==> config.mk <==
export PLATFORM = sky130hd
export DESIGN_NAME = aee_ease
export DESIGN_NICKNAME = d
export VERILOG_FILES = /design/src/hw/rtl/aee_pkg.sv /design/src/hw/rtl/aee_ease.sv
export SDC_FILE = /design/constraint.sdc
export NUM_CORES = 1
export LEC_CHECK = 0
export ABC_CLOCK_PERIOD_IN_PS = 13200
export BUFFER_PORTS_ARGS = -buffer_cell sky130_fd_sc_hd__buf_2
export CORE_MARGIN = 2
export CORE_UTILIZATION = 40
export CTS_CLUSTER_DIAMETER = 80
export DETAILED_ROUTE_END_ITERATION = 16
export GPL_TIMING_DRIVEN = 0
export PLACE_DENSITY = 0.65
export SETUP_SLACK_MARGIN = 0.2
export SLEW_MARGIN = 20
export SYNTH_ARGS = -nofsm -noshare
export SYNTH_HDL_FRONTEND = slang
export SYNTH_SLANG_ARGS = --single-unit
==> constraint.sdc <==
create_clock -name i_clk -period 13.2 [get_ports i_clk]
set_input_delay 1.32 -clock i_clk [delete_from_list [all_inputs] [get_ports i_clk]]
set_output_delay 1.32 -clock i_clk [all_outputs]
set_load 0.02 [all_outputs]
==> src/hw/rtl/aee_pkg.sv <==
`default_nettype none
// ----------------------------------------------------------------------------
// aee_pkg: shared types and constants of the animation easing evaluator
// Field widths, easing kind codes, register indexes and the sideband record
// that travels with every sample down the pipeline.
// ----------------------------------------------------------------------------
package aee_pkg;

    localparam int TIME_W    = 48;  // elapsed, active and leg index
    localparam int DELTA_W   = 32;
    localparam int VALUE_W   = 32;  // Q16.16 values
    localparam int DUR_W     = 32;  // delay and duration
    localparam int LEGS_W    = 16;
    localparam int CTRL_W    = 16;  // one bezier control, Q3.12
    localparam int CTRL_FRAC = 12;
    localparam int CFG_W     = 64;
    localparam int CFG_IDX_W = 3;
    localparam int KIND_W    = 3;

    typedef enum logic [KIND_W-1:0] {
        KIND_LINEAR   = 3'd0,
        KIND_QUAD_IN  = 3'd1,
        KIND_QUAD_OUT = 3'd2,
        KIND_SMOOTH   = 3'd3,
        KIND_BEZIER   = 3'd4
    } t_kind;

    typedef enum logic [CFG_IDX_W-1:0] {
        REG_DELAY    = 3'd0,
        REG_DURATION = 3'd1,
        REG_LEGS     = 3'd2,
        REG_KIND     = 3'd3,
        REG_REVERSE  = 3'd4,
        REG_FROM     = 3'd5,
        REG_TO       = 3'd6,
        REG_CONTROLS = 3'd7
    } t_reg_idx;

    typedef struct packed {
        logic                       valid;
        logic                       early;    // sample lies inside the delay
        logic [TIME_W-1:0]          active;
        logic signed [DELTA_W-1:0]  delta;
    } t_side;

endpackage
`default_nettype wire

==> src/hw/rtl/aee_ease.sv <==
`default_nettype none
// ----------------------------------------------------------------------------
// aee_ease: easing curve and leg reversal
// Two stages: a square, then the kind select with smoothstep's second
// product, then reversal of odd legs when reversal is enabled.
// ----------------------------------------------------------------------------
module aee_ease #(
    parameter int FB = 16
) (
    input  wire logic                           i_clk,
    input  wire logic                           i_rst_n,
    input  wire logic                           i_en,
    input  wire aee_pkg::t_side                 i_side,
    input  wire logic [aee_pkg::TIME_W-1:0]     i_leg,
    input  wire logic [FB-1:0]                  i_f,
    input  wire logic signed [FB+5:0]           i_v,
    input  wire logic [aee_pkg::KIND_W-1:0]     i_kind,
    input  wire logic                           i_revp,
    output aee_pkg::t_side                      o_side,
    output logic [aee_pkg::TIME_W-1:0]          o_leg,
    output logic signed [FB+6:0]                o_frac
);

    localparam int EW = FB + 6;
    localparam logic [FB:0]   ONE       = {1'b1, {FB{1'b0}}};
    localparam logic [FB+1:0] THREE_ONE = {2'b11, {FB{1'b0}}};

    aee_pkg::t_side              r_side1, r_side2;
    logic [aee_pkg::TIME_W-1:0]  r_leg1, r_leg2;
    logic [FB-1:0]               r_f1;
    logic signed [EW-1:0]        r_v1;
    logic [FB:0]                 r_sq1;
    logic signed [EW:0]          r_frac2;

    logic [FB:0]                 w_a;
    logic [2*FB+1:0]             w_sqf;

    assign w_a   = (i_kind == aee_pkg::KIND_QUAD_OUT) ? ONE - {1'b0, i_f} : {1'b0, i_f};
    assign w_sqf = (2*FB+2)'(w_a) * (2*FB+2)'(w_a);

    logic [FB+1:0]               w_k;
    logic [2*FB+2:0]             w_mf;
    logic signed [EW-1:0]        w_e;
    logic                        w_rev;
    logic signed [EW:0]          n_frac;

    assign w_k  = THREE_ONE - {1'b0, r_f1, 1'b0};
    assign w_mf = (2*FB+3)'(r_sq1) * (2*FB+3)'(w_k);

    always_comb begin
        w_e = $signed(EW'(r_f1));
        if (r_f1 == '0) begin
            w_e = '0;
        end else begin
            case (i_kind)
                aee_pkg::KIND_QUAD_IN:  w_e = $signed(EW'(r_sq1));
                aee_pkg::KIND_QUAD_OUT: w_e = $signed(EW'(ONE - r_sq1));
                aee_pkg::KIND_SMOOTH:   w_e = $signed(EW'(w_mf[2*FB+2:FB]));
                aee_pkg::KIND_BEZIER:   w_e = r_v1;
                default:                w_e = $signed(EW'(r_f1));
            endcase
        end
    end

    assign w_rev  = i_revp & r_leg1[0];
    assign n_frac = w_rev ? $signed((EW+1)'(ONE)) - {w_e[EW-1], w_e} : {w_e[EW-1], w_e};

    always_ff @(posedge i_clk) begin
        if (!i_rst_n) begin
            r_side1.valid <= 1'b0;
            r_side2.valid <= 1'b0;
        end else if (i_en) begin
            r_side1 <= i_side;
            r_leg1  <= i_leg;
            r_f1    <= i_f;
            r_v1    <= i_v;
            r_sq1   <= w_sqf[2*FB:FB];
            r_side2 <= r_side1;
            r_leg2  <= r_leg1;
            r_frac2 <= n_frac;
        end
    end

    assign o_side = r_side2;
    assign o_leg  = r_leg2;
    assign o_frac = r_frac2;

endmodule
`default_nettype wire

# Word-level counts from Yosys, hierarchy flattened
# Index checks and enable logic that the tools add are counted.
# W data, S select, Z words.
classes:
  add_sub_neg: 4
  mul: 2
  div: 0
  order_cmp: 0
  eq_ne: 4
  shift: 0
  muxes: 4
  bitwise_logic: 1
  reduce_logical: 2
op_table:
  columns: ["op", "count"]
  rows:
  - ["$pmux W22 S4", 1]
  - ["$mul A17 B18 Y35", 1]
  - ["$mul A17 B17 Y33", 1]
  - ["$mux W23", 1]
  - ["$sub A18 B22 Y23 const A", 1]
  - ["$mux W22", 1]
  - ["$sub A17 B17 Y18 const A", 1]
  - ["$sub A18 B17 Y18 const A", 1]
  - ["$mux W17", 1]
  - ["$sub A17 B16 Y17 const A", 1]
  - ["$logic_not A16 Y1", 1]
  - ["$eq A3 B2 Y1 const B", 2]
  - ["$eq A3 B1 Y1 const B", 1]
  - ["$eq A3 B3 Y1 const B", 1]
  - ["$reduce_and A2 Y1", 1]
  - ["$and A1 B1 Y1", 1]
totals:
  regBits: 338
  latchBits: 0
  ramBits: 0
  romBits: 0
  output_inout_bits: 153
  word_cells: 31
  memories: 0

# Depth between registers and ports, before layout
# Gate-level depths: netlist of the first run.
depth:
  depth_word: 6
  ltp_mapped: 33

# Worst setup path after synthesis of the first run
# OpenSTA, ideal clock, no wires.
synth_path:
  kind: "input-to-reg"
  from: "input i_en"
  to: "register r_frac2[0], in the netlist o_frac[0] (enable)"
  setup_ps: 739
  arrival_time_ps: 8889
  t_required_ps: 12461
  path_slack_ps: 3572
  stages: 1
  path_buffers: 0
  cell_sequence: "and2_1"
synth_between:
  elab_chain_len: 1
synth_rtl:
  columns: ["element", "line", "source"]
  rows:
  - ["from (decl)", "aee_ease.sv:12", "input wire logic i_en,"]
  - ["$reduce_and A2 Y1 (no line)", null, null]
  - ["to (signal assigned)", "aee_ease.sv:80", "r_frac2 <= n_frac;"]
  - ["to (decl)", "aee_ease.sv:33", "logic signed [EW:0] r_frac2;"]
# Every way passes these cells.
# A chain may end at the register's enable or synchronous reset.

# Worst setup path in the final report of the first run
layout_path:
  from: "register r_f1[0]"
  to: "register r_frac2[19], in the netlist o_frac[19], data pin"
layout_between:
  elab_chain_len: 6
layout_rtl:
  columns: ["element", "line", "source"]
  rows:
  - ["from (decl)", "aee_ease.sv:30", "logic [FB-1:0] r_f1;"]
  - ["from (signal assigned)", "aee_ease.sv:75", "r_f1 <= i_f;"]
  - ["$sub A18 B17 Y18", "aee_ease.sv:47", "assign w_k = THREE_ONE - {1'b0, r_f1, 1'b0};"]
  - ["$mul A17 B18 Y35", "aee_ease.sv:48", "assign w_mf = (2*FB+3)'(r_sq1) * (2*FB+3)'(w_k);"]
  - ["$pmux W22 S4", "aee_ease.sv:55", "case (i_kind)"]
  - ["$mux W22 *", "aee_ease.sv:52", "if (r_f1 == '0) begin"]
  - ["$sub A18 B22 Y23", "aee_ease.sv:66", "assign n_frac = w_rev ? $signed((EW+1)'(ONE)) - {w_e[EW-1], w_e} : {w_e[EW-1], w_e};"]
  - ["$mux W23 *", "aee_ease.sv:66", null]
  - ["named net n_frac[19]", "aee_ease.sv:45", "logic signed [EW:0] n_frac;"]
# The timed path passes the listed nets; every way through them passes the cells marked *.

==> results of run 1 <==
==> stage by stage <==
| stage | area, µm² | setup WS (ps) | hold slack [ps] |
|---|---|---|---|
| final | 33500 | 2410 | 414 |
| after global routing | 33500 | 1910 | 424 |
| after CTS | 33500 | 2470 | 417 |
| after detailed placement | 32500 | 2000 | 405 |
| after global placement | 32300 | 419 | 400 |
| after floorplan | 29500 | 3570 | 400 |
==> worst max-delay path: cells and delay by family (launching register included) <==
kind	cells	cell delay, ps
simple gates	6	2060
compound gates	7	1970
flops	1	600
buf+inv	6	1270
xor+xnor	3	1070
fa+ha+maj	8	3510
==> logic make-up (layout without fill, tap and decap cells) <==
kind of cell,after synthesis,after routing,synth area share
compound gates,245,245,0.0544
xor+xnor,98,98,0.0291
fa+ha+maj,623,623,0.369
buf+inv,653,1042,0.0835
flops,338,338,0.344
mux,16,16,0.00552
other cells,2,15,0.000255
simple gates,695,695,0.114
==> cell type report <==
cell class / count / area, µm²
fill: 6769 / 39400
multi-input combinational: 1688 / 16900
sequential: 338 / 10100
inverter: 565 / 2120
timing repair buffer: 333 / 1790
tap: 959 / 1200
clock buffer: 37 / 798
buffer: 88 / 340
clock inverter: 19 / 189
antenna: 4 / 10.0
==> final timing paths <==
path | from | endpoint | slack, ps | depth (start not counted)
min | r_side1[62] | o_side[62] | 410 | 0
max reg2reg | r_f1[0] | o_frac[19] | 2410 | 30
min reg2reg | r_side1[62] | o_side[62] | 410 | 0
max | r_f1[0] | o_frac[19] | 2410 | 30
==> metal layers <==
metal  GRT usage  part of all wire
met2       0.343              0.48
met1       0.285              0.41
met4      0.0751             0.039
met5           0                 0
met3      0.0438             0.071
==> cells in the final DEF (no fill, tap or decap), types with 5 or more instances in the layout <==
cell       Yosys  layout
a31oi_1        8       8
ha_1         210     210
nor4_1         7       6
nand3_1       10      10
a211o_1        5       5
o211ai_1       7       7
o21a_1        12      12
a21o_1        19      19
a21oi_1       77      77
nor2_1       137     137
nor2b_1       13      13
xnor2_1       67      65
and3_1        10      10
a22oi_1        5       5
fa_1         412     412
nand2b_1       8       8
clkinv_1       7      15
nand3b_1       5       5
and2_1       148     147
clkbuf_16      0      31
inv_1        558     558
nand4_1       13      13
nor3_1        19      19
o21bai_1       6       6
edfxtp_1     336     336
o21ai_0       41      41
clkbuf_1      83      89
o22ai_1        7       7
conb_1         2      11
mux2i_1       14      14
nand2_1      288     288
buf_2          2     329
xor2_1        31      30
or4_1          5       5
a211oi_1      12      12
or3_1          7       7
==> state kept, by name, indices dropped and copies added (netlist names) <==
| name | cells |
|---|---|
| r_leg1 | 48 |
| o_frac | 23 |
| r_sq1 | 17 |
| o_side | 82 |
| r_f1 | 16 |
| o_leg | 48 |
| r_side1 | 82 |
| r_v1 | 22 |
==> run_results.csv, run 1 <==
group,metric,value,unit
synthesis,synth_area_leaders,"edfxtp_1, fa_1, ha_1",
placed_design,io_buffer_count,327,
sta,worstMarginPinSlew,1110,ps
synthesis,async_flop_share,0,
route,drc,0,
clock_network,clk_pin_slew,70,ps
worst_hold_path,hold_path_class,"reg2reg",
setup_path,cp_slowest_stage_delay,630,ps
sta,final-hold-violation-count,0,
sta,fmax,92.7,MHz
route,totalWireLength,80000,µm
clock_network,post-cts-setup-buffers,0,
route,first_iter_violations,1505,
clock_network,cts_tree,"built",
floorplan,initial_core_util,0.404,
clock_network,htreeDepth,1,
clock_network,clockRootBuffer,"clkbuf_16",
synthesis,synth_ff_type,"edfxtp_1",
clock_network,cts_resized,0,
synthesis,yosys-top-cells-count,"inv_1, fa_1, edfxtp_1",
setup_path,cp_slowest_cell,"clkbuf_1",
layout,nNetsFinal,3842,
synthesis,synthDistinctLibCells,82,
sta,finalSetupViolations,0,
floorplan,ioPinCount,328,
setup_path,cpMostUsedCell,"fa_1",
synthesis,synth_edf_count,336,
setup_path,crit_fanout,10,
synthesis,avgSynthCellArea,11.0,µm²
global_routing,grt_max_degree,58,
sta,finalSetupTns,0,ps
global_routing,grt.overflow.total,0,
synthesis,yosysMostFrequentCell,"inv_1",
synthesis,syn_inst,2670,
route,first_pass_iters,5,
global_routing,antenna_found_initial,8,
global_routing,grt_pass1_wl,121000,µm
global_routing,grt_pass1_vias,20800,
synthesis,yosys.area.top_type,"edfxtp_1",
layout,area_growth,13.8,%
route,vias,20100,
floorplan,core_area,0.0730,mm²
placed_design,detailedPlacementHpwl,66600,µm
clock_network,clockBufferDepth,3,
synthesis,synth_warnings,0,
clock_network,ctsHoldBuffers,0,
sta,maxSlewViolCount,0,
job,cap_violations,0,
sta,layout_min_cycle_time,10790,ps
layout,final_cells,4031,
clock_network,cts_made_buffers,31,
floorplan,die_h,275,µm
route,final_antenna_net_count,0,
sta,clock_skew,40.1,ps
setup_path,crit_arrival,11100,ps
synthesis,ys_seq_area_frac,0.344,
run_status,status,"finished, final reports clean",
floorplan,die_w,275,µm
setup_path,worstSetupPathType,"reg2reg",
synthesis,synth_seq_cells,338,
clock_network,cts.sinks,338,
route,wl_per_cell,19.9,µm
sta,fin_crit_sh,0.817,
placed_design,numPlacedInstances,3971,
setup_path,start_kind,"register",
sta,rsz0062_at_grt,"false",
route,drt-vias-per-instance,4.99,
layout,drive_above_1_share,0.132,
floorplan,rows,99,
placed_design,place.gp.congestion,0.931,
setup_path,critPathRequiredTime,13510,ps
global_routing,track_usage,0.213,
setup_path,crit_path_end_kind,"register",
sta,relSlewSlack,0.253,
layout,final_util,0.459,
synthesis,netlist.area_leader.share,0.342,
synthesis,syn_area,0.0295,mm²
floorplan,die-area,0.0759,mm²
clock_network,insertion_delay,610,ps
Power of run 1 is not shown: default switching activity piles up to over one toggle a cycle in this logic, so the estimate is an artifact.
==> run 2: changes to the inputs <==
ABC_CLOCK_PERIOD_IN_PS = 10100   (was 13200)
clock period = 10.1 ns   (was 13.2 ns; I/O delays follow)
==> run 2 against run 1 <==
  * Core utilization is 0.39 points higher
  * Register-to-register slack worse by 1900 ps
  * Global-route usage hardly changed
  * Via count is 1.2% higher
==> run_results.csv, run 2 (synthesized netlist as in run 1, its figures left out) <==
group,metric,value,unit
setup_path,cp_slowest_cell,"clkbuf_1",
layout,mostFrequentLayoutCell,"inv_1",
sta,final-hold-violation-count,0,
sta,worstMarginPinSlew,1230,ps
job,cap_violations,0,
global_routing,grt_pass1_vias,20900,
floorplan,die-area,0.0759,mm²
route,vias,20400,
sta,rsz0062_at_grt,"true",
route,first_iter_violations,1580,
clock_network,htreeDepth,1,
setup_path,crit_path_end_kind,"register",
placed_design,dp_slack,-792,ps
route,totalWireLength,80400,µm
sta,finalSetupTns,0,ps
sta,clock_skew,38.0,ps
placed_design,detailedPlacementHpwl,66600,µm
floorplan,die_w,275,µm
worst_hold_path,hold_path_class,"reg2reg",
global_routing,antenna_found_initial,7,
route,drc,0,
clock_network,cts.sinks,338,
route,final_antenna_net_count,0,
placed_design,place.gp.congestion,0.931,
setup_path,critPathRequiredTime,10410,ps
sta,fmax,105,MHz
setup_path,worstSetupPathType,"reg2reg",
layout,nNetsFinal,3846,
global_routing,use_met1,0.285,
clock_network,clk_pin_slew,60,ps
sta,fin_crit_sh,0.947,
setup_path,cpMostUsedCell,"fa_1",
clock_network,clockBufferDepth,3,
floorplan,die_h,275,µm
setup_path,cp_slowest_stage_delay,550,ps
clock_network,insertion_delay,610,ps
global_routing,globalRoute.busiestLayer,"met2",
sta,finalSetupViolations,0,
global_routing,grt_max_degree,58,
layout,area_growth,14.7,%
sta,fin_ws,532,ps
layout,fill_cells,6737,
global_routing,met3_usage,0.0440,
sta,whs,415,ps
sta,relSlewSlack,0.172,
setup_path,start_kind,"register",
route,drt-vias-per-instance,5.05,
global_routing,grt.overflow.total,0,
layout,mostFrequentLayoutCells,"inv_1, fa_1, edfxtp_1",
clock_network,ctsHoldBuffers,0,
setup_path,crit_arrival,9880,ps
global_routing,grt_pass1_wl,121000,µm
route,wl_per_cell,19.9,µm
clock_network,clockRootBuffer,"clkbuf_16",
floorplan,ioPinCount,328,
clock_network,cts_made_buffers,31,
floorplan,initial_core_util,0.404,
layout,drive_above_1_share,0.146,
global_routing,track_usage,0.213,
floorplan,core_area,0.0730,mm²
sta,maxSlewViolCount,0,
route,first_pass_iters,7,
setup_path,crit_fanout,10,
run_status,status,"finished, final reports clean",
floorplan,rows,99,
sta,layout_min_cycle_time,9570,ps
layout,final_util,0.463,
clock_network,cts_tree,"built",
placed_design,io_buffer_count,327,
global_routing,met2_usage,0.344,
==> run 2: final timing paths <==
check,start,slack [ps],cells after the start,to
setup reg to reg,r_f1[0],530,29,o_frac[19]
setup / recovery,r_f1[0],530,29,o_frac[19]
hold / removal,r_side1[56],410,0,o_side[56]
hold reg to reg,r_side1[56],410,0,o_side[56]
==> run 2: what timing repair did <==
item | CTS | global route
endpoints found under the setup margin | 19 | 19
pin swaps | 0 | 4
setup buffers | 2 | 2
gates resized for setup | 9 | 54
==> run 2: routing by layer <==
layer	vias to the layer above	routed length [µm]
met1	10200	32800
met4	0	3070
met2	739	38600
met5	-	0
li1	9237	-
met3	149	5920
==> run 2: worst max-delay path: cells and delay by family, from the launching register on <==
family | cells | cell delay, ps
AO/OA/AOI/OAI | 6 | 1610
AND/OR/NAND/NOR | 7 | 2280
flip-flops | 1 | 450
adder cells (fa/ha/maj) | 8 | 3420
XOR/XNOR | 2 | 450
buffers and inverters | 6 | 1060
==> run 2: layout make-up <==
type,count,area [µm²],area share
clock buffer,37,798,0.0236
clock inverter,19,189,0.00559
antenna,4,10.0,0.000296
buffer,88,357,0.0105
sequential,338,10100,0.300
inverter,565,2130,0.0631
tap,959,1200,0.0355
multi-input combinational,1688,17200,0.508
timing repair buffer,337,1820,0.0537
==> run 2: metrics by stage <==
step | cells | instance area (µm²)
final | 4035 | 33800
after global routing | 4033 | 33800
after CTS | 4029 | 33600
after detailed placement | 3971 | 32500
after global placement | 3965 | 32300
after floorplan | 2679 | 29500
Power of run 2 is left out for the same reason.
