==> config.mk <==
export PLATFORM = sky130hd
export DESIGN_NAME = aee_div_cell
export DESIGN_NICKNAME = d
export VERILOG_FILES = /design/src/hw/rtl/aee_pkg.sv /design/src/hw/rtl/aee_div_cell.sv
export SDC_FILE = /design/constraint.sdc
export NUM_CORES = 1
export LEC_CHECK = 0
export BUFFER_PORTS_ARGS = -buffer_cell sky130_fd_sc_hd__buf_4
export CAP_MARGIN = 20
export CORE_AREA = 10 10 143 145
export DETAILED_ROUTE_END_ITERATION = 12
export DIE_AREA = 0 0 153 155
export PLACE_DENSITY = 0.77
export REMOVE_ABC_BUFFERS = 1
export SYNTH_ARGS = -nofsm -noshare
export SYNTH_HDL_FRONTEND = slang
export SYNTH_SLANG_ARGS = --single-unit
==> constraint.sdc <==
create_clock -name i_clk -period 8 [get_ports i_clk]
set_clock_uncertainty 0.1 [all_clocks]
set_input_delay 0.8 -clock i_clk [delete_from_list [all_inputs] [get_ports i_clk]]
set_output_delay 0.8 -clock i_clk [all_outputs]
set_load 0.03 [all_outputs]
==> src/hw/rtl/aee_pkg.sv <==
`default_nettype none
// ----------------------------------------------------------------------------
// aee_pkg: shared types and constants of the animation easing evaluator
// Field widths, easing kind codes, register indexes and the sideband record
// that travels with every sample down the pipeline.
// ----------------------------------------------------------------------------
package aee_pkg;

    localparam int TIME_W    = 48;  // elapsed, active and leg index
    localparam int DELTA_W   = 32;
    localparam int VALUE_W   = 32;  // Q16.16 values
    localparam int DUR_W     = 32;  // delay and duration
    localparam int LEGS_W    = 16;
    localparam int CTRL_W    = 16;  // one bezier control, Q3.12
    localparam int CTRL_FRAC = 12;
    localparam int CFG_W     = 64;
    localparam int CFG_IDX_W = 3;
    localparam int KIND_W    = 3;

    typedef enum logic [KIND_W-1:0] {
        KIND_LINEAR   = 3'd0,
        KIND_QUAD_IN  = 3'd1,
        KIND_QUAD_OUT = 3'd2,
        KIND_SMOOTH   = 3'd3,
        KIND_BEZIER   = 3'd4
    } t_kind;

    typedef enum logic [CFG_IDX_W-1:0] {
        REG_DELAY    = 3'd0,
        REG_DURATION = 3'd1,
        REG_LEGS     = 3'd2,
        REG_KIND     = 3'd3,
        REG_REVERSE  = 3'd4,
        REG_FROM     = 3'd5,
        REG_TO       = 3'd6,
        REG_CONTROLS = 3'd7
    } t_reg_idx;

    typedef struct packed {
        logic                       valid;
        logic                       early;    // sample lies inside the delay
        logic [TIME_W-1:0]          active;
        logic signed [DELTA_W-1:0]  delta;
    } t_side;

endpackage
`default_nettype wire

==> src/hw/rtl/aee_div_cell.sv <==
`default_nettype none
// ----------------------------------------------------------------------------
// aee_div_cell: one restoring division step
// Shifts one dividend bit into the partial remainder and one quotient bit
// into the low end of the shift word.
// ----------------------------------------------------------------------------
module aee_div_cell #(
    parameter int QW = 64
) (
    input  wire logic                         i_clk,
    input  wire logic                         i_rst_n,
    input  wire logic                         i_en,
    input  wire aee_pkg::t_side               i_side,
    input  wire logic [QW-1:0]                i_q,
    input  wire logic [aee_pkg::DUR_W-1:0]    i_rem,
    input  wire logic [aee_pkg::DUR_W-1:0]    i_div,
    output aee_pkg::t_side                    o_side,
    output logic [QW-1:0]                     o_q,
    output logic [aee_pkg::DUR_W-1:0]         o_rem
);

    aee_pkg::t_side              r_side;
    logic [QW-1:0]               r_q;
    logic [aee_pkg::DUR_W-1:0]   r_rem;

    logic [aee_pkg::DUR_W:0]     w_trial;
    logic [aee_pkg::DUR_W:0]     w_diff;
    logic                        w_fit;
    logic [aee_pkg::DUR_W-1:0]   n_rem;
    logic [QW-1:0]               n_q;

    assign w_trial = {i_rem, i_q[QW-1]};
    assign w_fit   = w_trial >= {1'b0, i_div};
    assign w_diff  = w_trial - {1'b0, i_div};
    assign n_rem   = w_fit ? w_diff[aee_pkg::DUR_W-1:0] : w_trial[aee_pkg::DUR_W-1:0];
    assign n_q     = {i_q[QW-2:0], w_fit};

    always_ff @(posedge i_clk) begin
        if (!i_rst_n) begin
            r_side.valid <= 1'b0;
        end else if (i_en) begin
            r_side <= i_side;
            r_q    <= n_q;
            r_rem  <= n_rem;
        end
    end

    assign o_side = r_side;
    assign o_q    = r_q;
    assign o_rem  = r_rem;

endmodule
`default_nettype wire

* After elaboration in Yosys (flattened, before gate mapping)
Index checks and enable logic that the tools add are counted.
** Word-level totals
- Flip-flop bits (word level) :: 178
- Bits of input ports :: 213
- Output and inout bits :: 178
- Word-level logic and storage cells :: 10
** Cells by class
- $add $sub $neg :: 1
- $lt $le $gt $ge :: 1
- Mux-type cells :: 1
- Reductions and logical operators :: 1
** Operator list (number)
- 33-bit by 32-bit greater-or-equal comparator with 1-bit output :: 1
- 32-bit two-way mux :: 1
- 32-bit subtractor :: 1
- 2-bit AND reduction :: 1

* Logic depth before layout (Yosys ltp)
Gate-level depths: netlist of run 1.
- Word-level depth :: 2
- Depth in mapped cells :: 13
- Depth with buffers taken out :: 12

* Worst setup path before layout of run 1
No wires, ideal clock.
- Path kind :: input -> register
- Start point :: input port i_en
- End point :: register r_q[0] (netlist: o_q[0]) (enable)
- Library setup time :: 0.558 ns
- Arrival time :: 4.825 ns
- Data required time :: 7.342 ns
- Path slack :: 2.517 ns
- Cell stages on the path :: 1
- Buffers on the path :: 0
- Cell sequence :: and2_1
** Between the ends
- Word-level cells in the longest chain between the ends :: 1
** Ends and longest elaborated chain
- start, declared :: RTL line aee_div_cell.sv:12 : input wire logic i_en,
- 2-bit AND reduction (no line)
- end signal, assigned :: RTL line aee_div_cell.sv:43 : r_q <= n_q;
- end, declared :: RTL line aee_div_cell.sv:23 : logic [QW-1:0] r_q;
No other way between the ends.
A chain may end at the register's enable or synchronous reset.

* Final worst setup path of run 1
- Start point :: input port i_rem[6] (netlist bit)
- End point :: register r_rem, in the netlist o_rem[7], data pin
** Between the ends
- Word-level cells in the longest chain between the ends :: 2
- Elaborated cells between the ends (all ways) :: 3
- Classes of those cells :: add/sub: 1; order compare: 1; mux: 1
** Ends and longest elaborated chain
- start, declared :: RTL line aee_div_cell.sv:15 : input wire logic [aee_pkg::DUR_W-1:0] i_rem,
- 32-bit subtractor or 33-bit by 32-bit greater-or-equal comparator with 1-bit output (tied branches) :: RTL line aee_div_cell.sv:34, aee_div_cell.sv:33
- 32-bit two-way mux * :: RTL line aee_div_cell.sv:35 : assign n_rem = w_fit ? w_diff[aee_pkg::DUR_W-1:0] : w_trial[aee_pkg::DUR_W-1:0];
- via n_rem, one bit :: RTL line aee_div_cell.sv:29 : logic [aee_pkg::DUR_W-1:0] n_rem;
- end signal, assigned :: RTL line aee_div_cell.sv:44 : r_rem <= n_rem;
- end, declared :: RTL line aee_div_cell.sv:24 : logic [aee_pkg::DUR_W-1:0] r_rem;
The timed path passes the listed nets; every way through them passes the cells marked *.

==> out/results.tsv, run 1 <==
stage	metric	value	unit
critical_path	crit_required	8.07	ns
drt	wl_met1	9.809	mm
logic_synthesis	yosys_warnings	0	
critical_path	slowest_delay	0.53	ns
critical_path	slowest_stage	or4_1	
critical_path	crit_path_end_kind	flip-flop	
logic_synthesis	synth.area.top_cells	edfxtp_1 (70%), ha_1 (5.3%), a21oi_1 (3.6%)	
drt	topRoutingLayerUsed	met5	
placement	portBuffers	390	
clock_network	insertion_delay	0.43	ns
logic_synthesis	yosysTopAreaCell	edfxtp_1	
timing	setup_violations	0	
clock_network	cts_max_level	4	
critical_path	cp.arrival	3.97	ns
floorplanning	rows	49	
worst_hold_path	worstHoldPathType	in2reg	
global_route	grt_max_degree	76	
clock_network	numCtsBuffers	17	
floorplanning	die_height	155	µm
clock_network	clk_path_buf_depth	2	
clock_network	cts_tree	done	
clock_network	cts-root-buf	clkbuf_16	
placement	gp_congestion	0.8677	
timing	drv_slew	0	
floorplanning	dieArea	23720	µm²
floorplanning	die_w	153	µm
drt	vias	5848	
critical_path	crit_buf_inv	2	
logic_synthesis	synthesis.area	7565	µm²
drt	drcViolationCount	0	
timing	timing.final.crit_share	0.4873	
pwr	p_leak	0.004909	µW
outcome	status	complete, no violations	
critical_path	crit_fanout	47	
floorplanning	start_util	0.4284	
placement	dp_hpwl	22.95	mm
drt	wl_met3	2.765	mm
layout	layoutNonFillerInstCount	1162	
drt	drt_iter0_drc	359	
timing	fmax	0.2565	GHz
drt	route.met2.wl	14.91	mm
critical_path	startpoint_type	input port	
logic_synthesis	postSynthCellCount	524	
logic_synthesis	synthArstFlopShare	0	
drt	wl_per_cell	24.04	µm
layout	syn2layout_area_growth	49.50	%
critical_path	cpMostUsedCell	buf_4	
global_route	grt_pass1_wl	39.53	mm
global_route	overflow	0	
clock_network	post_cts_buffers	0	
drt	wl	27.93	mm
clock_network	cts_resized	0	
timing	hold_violations	0	
run	maxCapViolations	0	
layout	fin_nets	1165	
critical_path	crit_chain	buf_4 > ha_1 > nand4_1 > or4_1 > a21oi_1 > nor3_1 > a211oi_2 > o21ai_2 > o31ai_4 > buf_4 > mux2_2	
clock_network	holdBufCountCts	0	
logic_synthesis	synth_seq_cells	178	
timing	slew_headroom	0.3791	
drt	viasPerCell	5.033	
timing	tns	0	ns
pwr	p_per_area	221.4	nW/µm²
global_route	grtUsageTotal	0.2237	
timing	period_minus_slack	3.898	ns
floorplanning	core	17660	µm²
logic_synthesis	synth-edff-count	177	
timing	tightest_slew	0.9313	ns
logic_synthesis	synth_top_area_frac	0.7026	
logic_synthesis	synth_commonest_cells	edfxtp_1 (177), a21oi_1 (54), inv_1 (38), nor2_1 (36), ha_1 (32)	
logic_synthesis	synth_area_per_cell	14.44	µm²
floorplanning	io_pins	391	
clock_network	cts_sinks	178	
critical_path	cp_top_family	compound AO/OA/AOI/OAI gates	
logic_synthesis	synth_ff_type	edfxtp_1	
global_route	grt_antenna_before_repair	4	
logic_synthesis	synth-seq-area-share	0.7053	
timing	rsz0062_at_grt	false	
layout	drive_above_1_share	0.4689	
placement	dp_cells	1129	
logic_synthesis	synth_cell_type_count	48	
pwr	vdd_drop_max	146.1	µV
critical_path	critPathKind	in2reg	
global_route	first_global_vias	5820	
logic_synthesis	synth.most_common_cell	edfxtp_1	
clock_network	cts.clk_slew.worst_paths	0.08	ns
drt	ant_nets	0	
drt	firstDrtPassIters	7	
placed cells by master (no fill, tap or decap), drive strengths merged, types with 3 or more instances in the layout:
cell type	count
clkbuf	17
nand4	7
buf	393
edfxtp	177
ha	32
mux2i	3
xor2	11
clkinv	7
nand2	27
inv	45
a211oi	4
o21bai	3
o211ai	4
nor4	4
o21a	6
a21oi	54
nand2b	4
xnor2	16
a31oi	5
o21ai	17
nor2b	3
mux2	10
nand3	8
nor2	36
a21o	12
where the power goes:
group	switching, µW	leakage [µW]	internal (µW)
clock network	399	0.000287	420
logic	325	0.00295	227
registers	21.2	0.00167	1110
kinds of logic (layout without fill, tap and decap cells):
kind of cell | after synthesis | after routing | synth area share
other | 0 | 1 | 0
xor gates and xnor gates | 27 | 27 | 0.03126
DFF | 178 | 178 | 0.7053
and+or+nand+nor | 100 | 100 | 0.06153
buffers and inverters | 55 | 463 | 0.03027
muxes | 13 | 13 | 0.01885
AOI/OAI and AO/OA | 118 | 118 | 0.09726
adders and majority gates | 33 | 33 | 0.05557
metrics by stage:
stage	power (µW)	cell area (µm²)	worst slack, ns	hold slack, ns	utilization
2_1_floorplan	1462	7478	2.517	0.5404	-
4_1_cts	2525	11310	4.097	0.4232	0.6404
6_report	2503	11310	4.102	0.4420	0.6405
3_3_place_gp	1695	10720	3.690	0.4054	0.6070
3_5_place_dp	1706	10720	3.645	0.4815	0.6070
5_1_grt	2599	11310	3.877	0.4183	0.6404
path summary, 6_finish.rpt:
kind,from,endpoint,slack [ns],cells after the start
worst max-delay path,i_rem[6],o_rem[7]$_DFFE_PP_,4.10,11
worst min-delay path,i_q[38],o_q[39]$_DFFE_PP_,0.44,1
worst max register to register,o_side[81]$_SDFFE_PN0P_,o_side[81]$_SDFFE_PN0P_,7.21,2
worst min register to register,o_side[81]$_SDFFE_PN0P_,o_side[81]$_SDFFE_PN0P_,0.52,2
final cells by class:
| type | instances | area, µm² |
|---|---|---|
| Fill cell | 1376 | 6347 |
| Timing Repair Buffer | 393 | 2950 |
| Tap cell | 229 | 286.5 |
| Inverter | 38 | 142.6 |
| Sequential cell | 178 | 5335 |
| Antenna cell | 1 | 2.502 |
| Clock inverter | 15 | 163.9 |
| Multi-Input combinational cell | 291 | 2003 |
| Clock buffer | 17 | 425.4 |
per-layer routing:
metal,global-route usage,vias up
li1,-,2753
met1,0.2403,2780
met2,0.3973,284
met3,0.08933,25
met4,0.06676,6
met5,0,-
sequential cells by signal, indices dropped and copies added (netlist names):
name,flops
o_rem,32
o_q,64
o_side,82
No activity file was read; power rests on OpenSTA's default activity.
==> inputs of run 2 (changes only) <==
Settings changed: CORE_AREA 10 10 143 145 to 10 10 144 146, DIE_AREA 0 0 153 155 to 0 0 154 156, PLACE_DENSITY 0.77 to 0.76.
Clock period 8 ns to 3.6 ns, I/O delays scaled along.
==> run 2 against run 1 <==
  * Core utilization grew 8.1 points
  * Combinational power grew to 2.6 times the previous value
  * Total power grew 130%
  * Highest routed layer is now met4
  * Count of clock-buffer cells in the layout is the same
  * Critical path depth grew 2
  * Sequential power grew 120%
  * Register-to-register slack lost 4.3 ns
  * Wire length grew 17%
  * Worst hold slack lost 0.42 ns
  * Clock power grew 120%
  * Final cell count grew 14%
  * Flip-flop and latch count is the same
==> out/results.tsv, run 2 (synthesis results as in run 1) <==
stage	metric	value	unit
outcome	status	complete, no violations	
timing	timing.final.crit_share	0.8639	
critical_path	crit_required	3.68	ns
timing	drv_slew	0	
critical_path	crit_fanout	3	
clock_network	clk_path_buf_depth	2	
floorplanning	core	17840	µm²
drt	ant_nets	0	
critical_path	slowest_delay	0.42	ns
layout	fin_nets	1322	
global_route	grt_pass1_wl	47.15	mm
timing	rsz0062_at_grt	false	
global_route	grt_antenna_before_repair	3	
critical_path	startpoint_type	input port	
drt	drt_iter0_drc	450	
timing	tightest_slew	0.6591	ns
critical_path	crit_buf_inv	2	
floorplanning	die_w	154	µm
drt	vias	6773	
global_route	grt_max_degree	61	
critical_path	cpMostUsedCell	a21oi_1	
critical_path	reg2reg_from	o_side[81]$_SDFFE_PN0P_	
run	maxCapViolations	0	
drt	firstDrtPassIters	5	
timing	hold_violations	0	
layout	finish.instance_area	12870	µm²
clock_network	cts-root-buf	clkbuf_16	
global_route	grtUsageTotal	0.2605	
clock_network	cts_resized	0	
timing	slew_headroom	0.5606	
critical_path	slowest_stage	fa_1	
clock_network	numCtsBuffers	17	
floorplanning	start_util	0.4240	
worst_hold_path	worstHoldPathType	in2reg	
critical_path	reg2reg_setup_slack	2.90	ns
clock_network	cts_tree	done	
critical_path	critPathKind	in2reg	
worst_hold_path	whs_path_depth	1	
drt	wl_per_cell	24.76	µm
placement	portBuffers	390	
critical_path	r2r_end	o_side[81]$_SDFFE_PN0P_	
placement	gp_congestion	0.8788	
timing	fmax	0.3216	GHz
pwr	p_leak	0.005577	µW
layout	mostFrequentLayoutCells	buf_4 (410), edfxtp_1 (177), dlygate4sd3_1 (137), a21oi_1 (54), inv_1 (38)	
pwr	power	5786	µW
floorplanning	io_pins	391	
critical_path	crit_start	i_q[63]	
critical_path	crit_chain	buf_4 > inv_1 > ha_1 > fa_1 > nand2b_1 > a21oi_1 > o21ai_0 > o311a_1 > a31oi_1 > a21oi_1 > o41ai_1 > xor2_1 > mux2_1	
placement	place_area	10910	µm²
worst_hold_path	hold_start	i_side[37]	
floorplanning	die_height	156	µm
layout	layout_commonest_cell	buf_4	
clock_network	insertion_delay	0.42	ns
layout	largest_reg_flops	82	
clock_network	post_cts_buffers	0	
floorplanning	rows	49	
floorplanning	dieArea	24020	µm²
critical_path	cp_top_family	compound AO/OA/AOI/OAI gates	
clock_network	cts_sinks	178	
worst_hold_path	hold_end	o_side[37]$_DFFE_PP_	
global_route	overflow	0	
clock_network	cts.clk_slew.worst_paths	0.08	ns
pwr	p_per_area	449.5	nW/µm²
layout	nFillCells	1126	
global_route	first_global_vias	6953	
pwr	vdd_drop_max	392.1	µV
layout	syn2layout_area_growth	70.15	%
critical_path	crit_path_end_kind	flip-flop	
layout	drive_above_1_share	0.4197	
drt	drcViolationCount	0	
timing	period_minus_slack	3.110	ns
critical_path	rr_worst_depth	2	
drt	wl	32.71	mm
critical_path	cp.arrival	3.19	ns
placement	dp_hpwl	23.10	mm
clock_network	cts_max_level	4	
drt	viasPerCell	5.127	
timing	setup_violations	0	
[run 2: cell count changes in the layout (fill, tap and decap cells not counted), sizes merged]
| cell | previous run | this run |
|---|---|---|
| buf | 393 | 413 |
| clkinv | 7 | 4 |
| clkinvlp | 1 | 4 |
| diode | 1 | 3 |
| dlygate4sd3 | 0 | 137 |
[run 2: final cells by class]
| class | count | area, µm² | share of cell area |
|---|---|---|---|
| Sequential cell | 178 | 5335 | 0.4145 |
| Multi-Input combinational cell | 291 | 2003 | 0.1556 |
| Clock inverter | 15 | 161.4 | 0.01254 |
| Inverter | 38 | 142.6 | 0.01108 |
| Timing Repair Buffer | 550 | 4509 | 0.3503 |
| Clock buffer | 17 | 425.4 | 0.03305 |
| Tap cell | 229 | 286.5 | 0.02226 |
| Antenna cell | 3 | 7.507 | 0.0005833 |
[run 2: power breakdown]
group / switching (µW) / internal, µW / leakage [µW]
sequential: 59.4 / 2470 / 0.00167
clock: 908 / 931 / 0.000274
combinational: 788 / 630 / 0.00363
total: 1760 / 4030 / 0.00558
[run 2: stage by stage]
step	setup slack [ns]	instances	hold WS, ns	TNS (ns)	util
6_report	0.4901	1321	0.02289	0	0.7214
4_1_cts	0.5172	1317	0.0003035	0	0.7205
2_1_floorplan	-1.443	507	0.3589	-258.86	-
5_1_grt	0.2759	1321	0.0005332	0	0.7214
3_3_place_gp	0.1202	1149	0.4097	0	0.6113
3_5_place_dp	0.05499	1149	0.4234	0	0.6113
[run 2: layer usage]
metal,global-route usage,up-vias,wire length (µm)
met4,0.08952,0,857
met2,0.4480,388,16860
li1,-,3070,-
met3,0.06589,39,2382
met1,0.3114,3276,12620
met5,0,-,0
[run 2: how the worst max path moves through the flow]
| stage | end | depth (start not counted) |
|---|---|---|
| after floorplan | o_q[0]$_DFFE_PP_ | 1 |
| after global placement | o_rem[30]$_DFFE_PP_ | 13 |
| after detailed placement | o_rem[30]$_DFFE_PP_ | 13 |
| after CTS | o_rem[30]$_DFFE_PP_ | 13 |
| after global routing | o_rem[30]$_DFFE_PP_ | 13 |
| final | o_rem[30]$_DFFE_PP_ | 13 |
[run 2: timing repair]
item,in CTS,in global routing
endpoints found under the setup margin,0,0
hold buffers,136,1
endpoints found under the hold margin,136,1
==> inputs of run 3 (changes only) <==
Settings changed: GPL_TIMING_DRIVEN from default to 0, PLACE_DENSITY 0.76 to 0.79.
Clock period 3.6 ns to 3.3 ns, I/O delays scaled along.
==> run 3 against run 2 <==
  * Die area unchanged
  * Combinational power increased by 9%
  * Via count hardly changed
  * Clock power grew 12%
  * First-iteration DRC count grew 16%
  * Sequential share of layout area down 0.077 points
  * Core utilization is 0.13 points higher
  * Final cell count down 0.68%
==> out/results.tsv, run 3 (synthesis results as in run 1) <==
stage	metric	value	unit
outcome	status	complete, no violations	
drt	wl_met3	2.878	mm
drt	topRoutingLayerUsed	met5	
global_route	first_global_vias	6952	
drt	vias	6771	
critical_path	cp.arrival	3.32	ns
floorplanning	dieArea	24020	µm²
layout	syn2layout_area_growth	70.46	%
global_route	grt_antenna_before_repair	2	
critical_path	slowest_delay	0.77	ns
pwr	intPower	4408	µW
timing	drv_slew	0	
critical_path	crit_chain	buf_4 > ha_1 > nand4_1 > or4_1 > a21oi_1 > nor3_1 > a211oi_2 > o21ai_2 > o31ai_2 > nor2_1 > a21oi_1	
global_route	grt_max_degree	76	
clock_network	insertion_delay	0.42	ns
critical_path	reg2reg_from	o_side[81]$_SDFFE_PN0P_	
run	maxCapViolations	0	
pwr	pwr-share-seq	0.433	
critical_path	r2r_end	o_side[81]$_SDFFE_PN0P_	
critical_path	crit_buf_inv	1	
timing	fmax	0.3165	GHz
layout	drive_above_1_share	0.4122	
clock_network	cts.clk_slew.worst_paths	0.08	ns
floorplanning	start_util	0.4240	
clock_network	cts_sinks	178	
pwr	swShare	0.3070	
placement	portBuffers	390	
timing	tightest_slew	0.9226	ns
drt	firstDrtPassIters	5	
timing	finalWorstSetupSlack	0.1409	ns
drt	wl_met1	12.17	mm
worst_hold_path	whs_path_depth	2	
global_route	grtUsageTotal	0.2625	
drt	viasPerCell	5.161	
critical_path	crit_required	3.46	ns
critical_path	crit_fanout	10	
pwr	p_leak	0.005564	µW
drt	drcViolationCount	0	
floorplanning	die_height	156	µm
critical_path	slowest_stage	o31ai_2	
critical_path	crit_path_end_kind	flip-flop	
drt	ant_nets	0	
pwr	p_switching	1953	µW
critical_path	critPathKind	in2reg	
layout	mostFrequentLayoutCells	buf_4 (394), edfxtp_1 (177), dlygate4sd3_1 (144), a21oi_1 (53), inv_1 (38)	
worst_hold_path	worstHoldPathType	in2reg	
critical_path	cpMostUsedCell	a21oi_1	
drt	drt_iter0_drc	521	
timing	rsz0062_at_grt	false	
timing	tns	0	ns
pwr	clkPwrFrac	0.324	
clock_network	cts_max_level	4	
pwr	p_comb_frac	0.243	
clock_network	cts_tree	done	
clock_network	clk_path_buf_depth	2	
critical_path	rr_worst_depth	2	
layout	largest_reg_flops	82	
floorplanning	core	17840	µm²
global_route	overflow	0	
layout	layout_commonest_cell	buf_4	
timing	slew_headroom	0.3812	
placement	pre_cts_ws	-0.7681	ns
worst_hold_path	hold_end	o_rem[26]$_DFFE_PP_	
timing	hold_violations	0	
layout	fin_util	0.7228	
placement	dp_hpwl	22.57	mm
timing	setup_violations	0	
critical_path	reg2reg_setup_slack	2.43	ns
worst_hold_path	hold_start	i_rem[25]	
placement	gp_congestion	0.8606	
timing	timing.final.crit_share	0.9573	
floorplanning	io_pins	391	
floorplanning	rows	49	
clock_network	cts-root-buf	clkbuf_16	
pwr	vdd_drop_max	344.0	µV
critical_path	cp_top_family	compound AO/OA/AOI/OAI gates	
global_route	grt_pass1_wl	47.31	mm
floorplanning	die_w	154	µm
drt	wl	33.01	mm
drt	route.met2.wl	16.59	mm
timing	period_minus_slack	3.159	ns
drt	wl_per_cell	25.16	µm
layout	fin_nets	1315	
clock_network	numCtsBuffers	17	
critical_path	startpoint_type	input port	
pwr	p_per_area	493.3	nW/µm²
## run 3: changes by cell type in the layout (fill, tap and decap cells not counted), moves of 2 or more
cell / change
clkinv_4: +2
buf_4: -16
buf_8: +2
diode_2: -2
buf_12: -3
clkinvlp_4: -3
clkinv_8: +2
buf_16: +2
dlygate4sd3_1: +7
## run 3: power groups by stage
stage	Sequential [µW]	Combinational, µW	Clock [µW]
floorplan	3140	400	0
global placement	2810	1310	0
detailed placement	2790	1350	0
CTS	2740	1520	2070
global route	2770	1630	2190
finish	2760	1550	2060
## run 3: layer usage
layer / GRT usage / vias up
li1: - / 3057
met3: 0.08409 / 58
met1: 0.2998 / 3235
met4: 0.1125 / 2
met2: 0.4444 / 419
met5: 0 / -
## run 3: layout make-up
cell class,instances,area (µm²)
clock inverter,15,185.2
sequential,178,5335
tap,229,286.5
clock buffer,17,425.4
multi-input combinational,292,2033
timing repair buffer,542,4484
antenna,1,2.502
fill,1119,4946
inverter,38,142.6
## run 3: worst max-delay path by stage
stage | startpoint | endpoint | cells past startpoint
6_report | i_rem[4] | o_rem[31]$_DFFE_PP_ | 11
5_1_grt | i_rem[4] | o_rem[31]$_DFFE_PP_ | 11
4_1_cts | i_q[63] | o_rem[30]$_DFFE_PP_ | 13
3_5_place_dp | i_rem[4] | o_rem[8]$_DFFE_PP_ | 11
3_3_place_gp | i_rst_n | o_rem[14]$_DFFE_PP_ | 2
2_1_floorplan | i_en | o_q[0]$_DFFE_PP_ | 1
## run 3: what timing repair did
| action | 4_1_cts | 5_1_grt |
|---|---|---|
| endpoints found under the setup margin | 26 | 2 |
| resized for setup | 2 | 2 |
| gates cloned | 1 | 0 |
| pin swaps | 1 | 0 |
| hold endpoints to repair | 144 | 0 |
| hold buffers | 144 | 0 |
| setup buffers | 4 | 0 |
## run 3: metrics by stage
step	power (µW)	std cells	hold WS [ns]	instance area [µm²]
after CTS	6336	1311	0.03947	12880
final	6361	1312	0.1046	12890
after floorplan	3543	507	0.3289	7478
after detailed placement	4139	1130	0.4094	10780
after global routing	6592	1311	0.09698	12890
after global placement	4118	1126	0.4080	10690
